$ cat src/design/rswr_pkg.sv
// Shared types and constants for the route stack with revisit check.
// Used by the controller, the datapath and the top level; no dependencies.
package rswr_pkg;

    localparam int OP_W    = 2;
    localparam int POP_W   = 32;
    localparam int COORD_W = 16;
    localparam int QIDX_W  = 7;
    localparam int SCNT_W  = 8;
    localparam int TOT_W   = 39;
    localparam int PAIR_W  = 13;
    localparam int STS_W   = 2;
    localparam int ENTRY_W = POP_W + 2 * COORD_W;

    localparam logic [OP_W-1:0] OP_QUERY  = 2'd0;
    localparam logic [OP_W-1:0] OP_APPEND = 2'd1;
    localparam logic [OP_W-1:0] OP_REMOVE = 2'd2;

    localparam logic [STS_W-1:0] ST_OK    = 2'd0;
    localparam logic [STS_W-1:0] ST_FULL  = 2'd1;
    localparam logic [STS_W-1:0] ST_EMPTY = 2'd2;

    typedef enum logic [2:0] {
        S_IDLE,
        S_DISPATCH,
        S_LAST_RD,
        S_LAST_CAP,
        S_SCAN,
        S_COMMIT,
        S_QRD,
        S_QCAP
    } t_state;

    // controller -> datapath
    typedef struct packed {
        logic load;
        logic rd_last;
        logic cap_last;
        logic scan_rd;
        logic commit;
        logic rd_query;
        logic out_load;
    } t_cmd;

    // datapath -> controller
    typedef struct packed {
        logic is_append;
        logic is_remove;
        logic scan_done;
    } t_sts;

endpackage

$ cat src/design/rswr_ctrl.sv
// Controller state machine for the route stack: sequences load, last-stop read,
// scan, commit, query read and result hand-off. Depends on rswr_pkg.
module rswr_ctrl (
    input  logic            i_clk,
    input  logic            i_rst_n,
    input  logic            i_valid,
    input  logic            i_stall,
    input  rswr_pkg::t_sts  i_sts,
    output rswr_pkg::t_cmd  o_cmd,
    output logic            o_stall,
    output logic            o_valid
);

    import rswr_pkg::*;

    t_state r_state, n_state;
    logic   r_out_vld, n_out_vld;
    logic   out_free;
    t_cmd   cmd;

    assign out_free = !r_out_vld || !i_stall;

    always_comb begin
        n_state = r_state;
        case (r_state)
            S_IDLE: begin
                if (i_valid) n_state = S_DISPATCH;
            end
            S_DISPATCH: begin
                if (i_sts.is_append)      n_state = S_SCAN;
                else if (i_sts.is_remove) n_state = S_LAST_RD;
                else                      n_state = S_QRD;
            end
            S_LAST_RD:  n_state = S_LAST_CAP;
            S_LAST_CAP: n_state = S_SCAN;
            S_SCAN: begin
                if (i_sts.scan_done) n_state = S_COMMIT;
            end
            S_COMMIT:   n_state = S_QRD;
            S_QRD:      n_state = S_QCAP;
            S_QCAP: begin
                if (out_free) n_state = S_IDLE;
            end
            default:    n_state = S_IDLE;
        endcase
    end

    always_comb begin
        cmd     = '0;
        o_stall = 1'b1;
        case (r_state)
            S_IDLE: begin
                o_stall  = 1'b0;
                cmd.load = i_valid;
            end
            S_LAST_RD:  cmd.rd_last  = 1'b1;
            S_LAST_CAP: cmd.cap_last = 1'b1;
            S_SCAN:     cmd.scan_rd  = !i_sts.scan_done;
            S_COMMIT:   cmd.commit   = 1'b1;
            S_QRD:      cmd.rd_query = 1'b1;
            S_QCAP:     cmd.out_load = out_free;
            default:    cmd          = '0;
        endcase
    end

    // hold the result until taken; a fresh load replaces a taken one
    assign n_out_vld = cmd.out_load | (r_out_vld & i_stall);

    always_ff @(posedge i_clk) begin
        if (!i_rst_n) begin
            r_state   <= S_IDLE;
            r_out_vld <= 1'b0;
        end else begin
            r_state   <= n_state;
            r_out_vld <= n_out_vld;
        end
    end

    assign o_cmd   = cmd;
    assign o_valid = r_out_vld;

endmodule

$ cat config.mk
export PLATFORM = sky130hd
export DESIGN_NAME = rswr_ctrl
export DESIGN_NICKNAME = d
export VERILOG_FILES = /design/src/design/rswr_pkg.sv /design/src/design/rswr_ctrl.sv
export SDC_FILE = /design/constraint.sdc
export NUM_CORES = 1
export LEC_CHECK = 0
export ABC_CLOCK_PERIOD_IN_PS = 2240
export BUFFER_PORTS_ARGS = -buffer_cell sky130_fd_sc_hd__buf_2
export CORE_AREA = 4 4 41 43
export CTS_BUF_LIST = sky130_fd_sc_hd__clkbuf_8
export DETAILED_ROUTE_END_ITERATION = 10
export DIE_AREA = 0 0 45 47
export PLACE_DENSITY = 0.42
export SYNTH_ARGS = -nofsm -noshare
export SYNTH_HDL_FRONTEND = slang
export SYNTH_SLANG_ARGS = --single-unit
$ cat constraint.sdc
create_clock -name i_clk -period 2.24 [get_ports i_clk]
set_input_delay 0.224 -clock i_clk [delete_from_list [all_inputs] [get_ports i_clk]]
set_output_delay 0.224 -clock i_clk [all_outputs]
set_load 0.01 [all_outputs]
==> results.cfg <==
[clock_tree]
clk_pin_slew_ns = 0.03
cts_resized = 0
cts-root-buf = clkbuf_8
cts_buffers = 3
postCtsHoldBufs = 0
htreeDepth = 1
clkLatencyLatePin_ns = 0.21
tritoncts = built
cts_sinks = 4
clk_path_buf_depth = 2
post_cts_buffers = 0

[layout]
n_antenna_cell = 0
layout_common_cells = 15 x buf_2, 4 x dfxtp_1
fin_nets = 58
layout.cells.most_common = buf_2
areaGrowthSynthToFinish_pct = 44.5
drive_above_1_share = 0.490

[place]
dp_hpwl_um = 496
gp_congestion = 0.621
placement.io_buffers = 15
preCtsSetupSlack_ns = 0.974

[pwr]
worst_ir_drop_vdd_mv = 0.296
swShare = 0.255
p_comb_frac = 0.195
power.leakage_nw = 0.192
seqPwrFrac = 0.315
switchingPower_w = 0.0000768
power.share.clock = 0.490
p_int_w = 0.000225
p_per_area_nw_per_um2 = 798

[worst_setup_path]
timing.critical_path.to = o_cmd[6]
worstRegToRegCells = 2
critPathLaunchType = flip-flop
required_ns = 2.02
r2r_start = r_state[1]
timing_worst_setup_path_type = flip-flop to output pin
r2r_end = r_state[2]
critPathMaxFanout = 14
worstPathArrival_ns = 1.26
critPathLaunch = r_state[0]
r2r_setup_slack_ns = 1.15
crit_path_end_kind = output pin

[timing]
worst_pin_slew_ns = 0.395
rsz0062_at_grt = false
max_slew_margin = 0.736
finalHoldViolCount = 0
setup_viol = 0
slew_viol_final = 0
fin_skew_ns = 0.000920
fin_crit_sh = 0.664
post-route-min-period_ns = 1.49
layout_setup_ws_ns = 0.752
fmax_ghz = 0.672
fin_tns_setup_ns = 0

[grt]
grtUsageTotal = 0.0640
grt_max_degree = 15
grt_pass1_vias = 246
antenna_found_initial = 0
grt_pass1_wl_um = 931
grt_overflow_total = 0

[yosys]
syn_area_um2 = 262
ys_ff_latch = 4
yosysWarnings = 0
synth_cells = 33
synth_cell_types = 23
avgSynthCellArea_um2 = 7.92
syn-num-nets = 40
yosysSeqAreaShare = 0.306

[outcome]
status = completed

[floorplan]
die_area_um2 = 2120
io_pins = 16
coreArea_um2 = 1300
rows = 13
die_h_um = 47
initial_utilization = 0.201
die_w_um = 45

[drt]
antenna_left = 0
drt_wl_total_um = 641
drt-wirelength-per-cell_um = 10.0
firstDrtPassIters = 4
vias = 283
vias_per_cell = 4.42
drc_errors = 0
first_iter_violations = 10

[worst_hold_path]
hold_class = input port to flip-flop

[flow_run]
drv_cap = 0
kinds of logic after synthesis:
group,share of synthesized area
AOI/OAI and AO/OA,0.258
buffers and inverters,0.129
DFF,0.306
muxes,0.0383
and+or+nand+nor,0.268
power groups by stage:
stage | clock (W) | sequential, W | combinational, W
floorplan | 0 | 0.0000857 | 0.0000529
global placement | 0 | 0.0000962 | 0.0000595
detailed placement | 0 | 0.0000957 | 0.0000596
CTS | 0.000154 | 0.0000947 | 0.0000597
global route | 0.000159 | 0.0000967 | 0.0000647
finish | 0.000148 | 0.0000949 | 0.0000589
how the worst min path moves through the flow:
| stage | start | to | slack [ns] | depth (start not counted) |
|---|---|---|---|---|
| 4_1_cts | i_rst_n | r_state[2] | 0.27 | 2 |
| 3_5_place_dp | i_rst_n | r_state[2] | 0.49 | 2 |
| 6_report | i_rst_n | r_state[2] | 0.28 | 2 |
| 5_1_grt | i_rst_n | r_state[0] | 0.29 | 2 |
| 3_3_place_gp | i_rst_n | r_state[2] | 0.50 | 2 |
| 2_1_floorplan | i_rst_n | r_state[2] | 0.34 | 1 |
cell usage after synthesis:
library cell  number  area share
o22ai_1            1       0.024
o221a_2            1       0.043
nand3_1            1       0.019
o311a_2            1       0.043
nor2_1             3       0.043
buf_6              1       0.043
a21oi_1            1       0.019
and3_2             1       0.029
a31oi_1            1       0.024
inv_2              1       0.014
and3_1             1       0.024
nor2_2             1       0.024
buf_4              1       0.029
nor4_1             1       0.024
o21a_1             2       0.057
nand2_1            3       0.043
or3_4              1       0.043
mux2i_1            1       0.038
a21boi_0           1       0.029
o21ai_0            1       0.019
inv_1              3       0.043
dfxtp_1            4        0.31
nor3_1             1       0.019
critical path, cell delays in order (launching register included):
cell     delay [ns]
dfxtp_1        0.42
or3_4          0.44
nor2_2         0.07
buf_2          0.12
layout make-up:
| type | instances | area [um^2] |
|---|---|---|
| flip-flops and latches | 4 | 80.1 |
| repair buffers | 15 | 75.1 |
| multi-input cells | 23 | 148 |
| clock buffers | 3 | 41.3 |
| well taps | 15 | 18.8 |
| inverters | 4 | 15.0 |
| fillers | 158 | 923 |
per-layer routing:
layer  part of all wire  up-vias  track usage  wire length [um]
li1                   -      153            -                 -
met1               0.44      116       0.0705               282
met2               0.44       14       0.0904               281
met3               0.12        0       0.0230                76
met4                  0        0       0.0702                 0
met5                  0        -            0                 0
flip-flops by register name, summed over array words and instances (netlist names):
register	count
r_state	3
o_valid	1
through the flow:
step | util | cells | hold slack [ns] | total power (W) | instance area, um^2
floorplan | - | 33 | 0.341 | 0.000139 | 262
global placement | 0.259 | 61 | 0.500 | 0.000156 | 337
detailed placement | 0.259 | 61 | 0.492 | 0.000155 | 337
CTS | 0.290 | 64 | 0.270 | 0.000308 | 378
global route | 0.290 | 64 | 0.290 | 0.000320 | 378
finish | 0.290 | 64 | 0.279 | 0.000301 | 378
No activity file was read; power rests on OpenSTA's default activity.
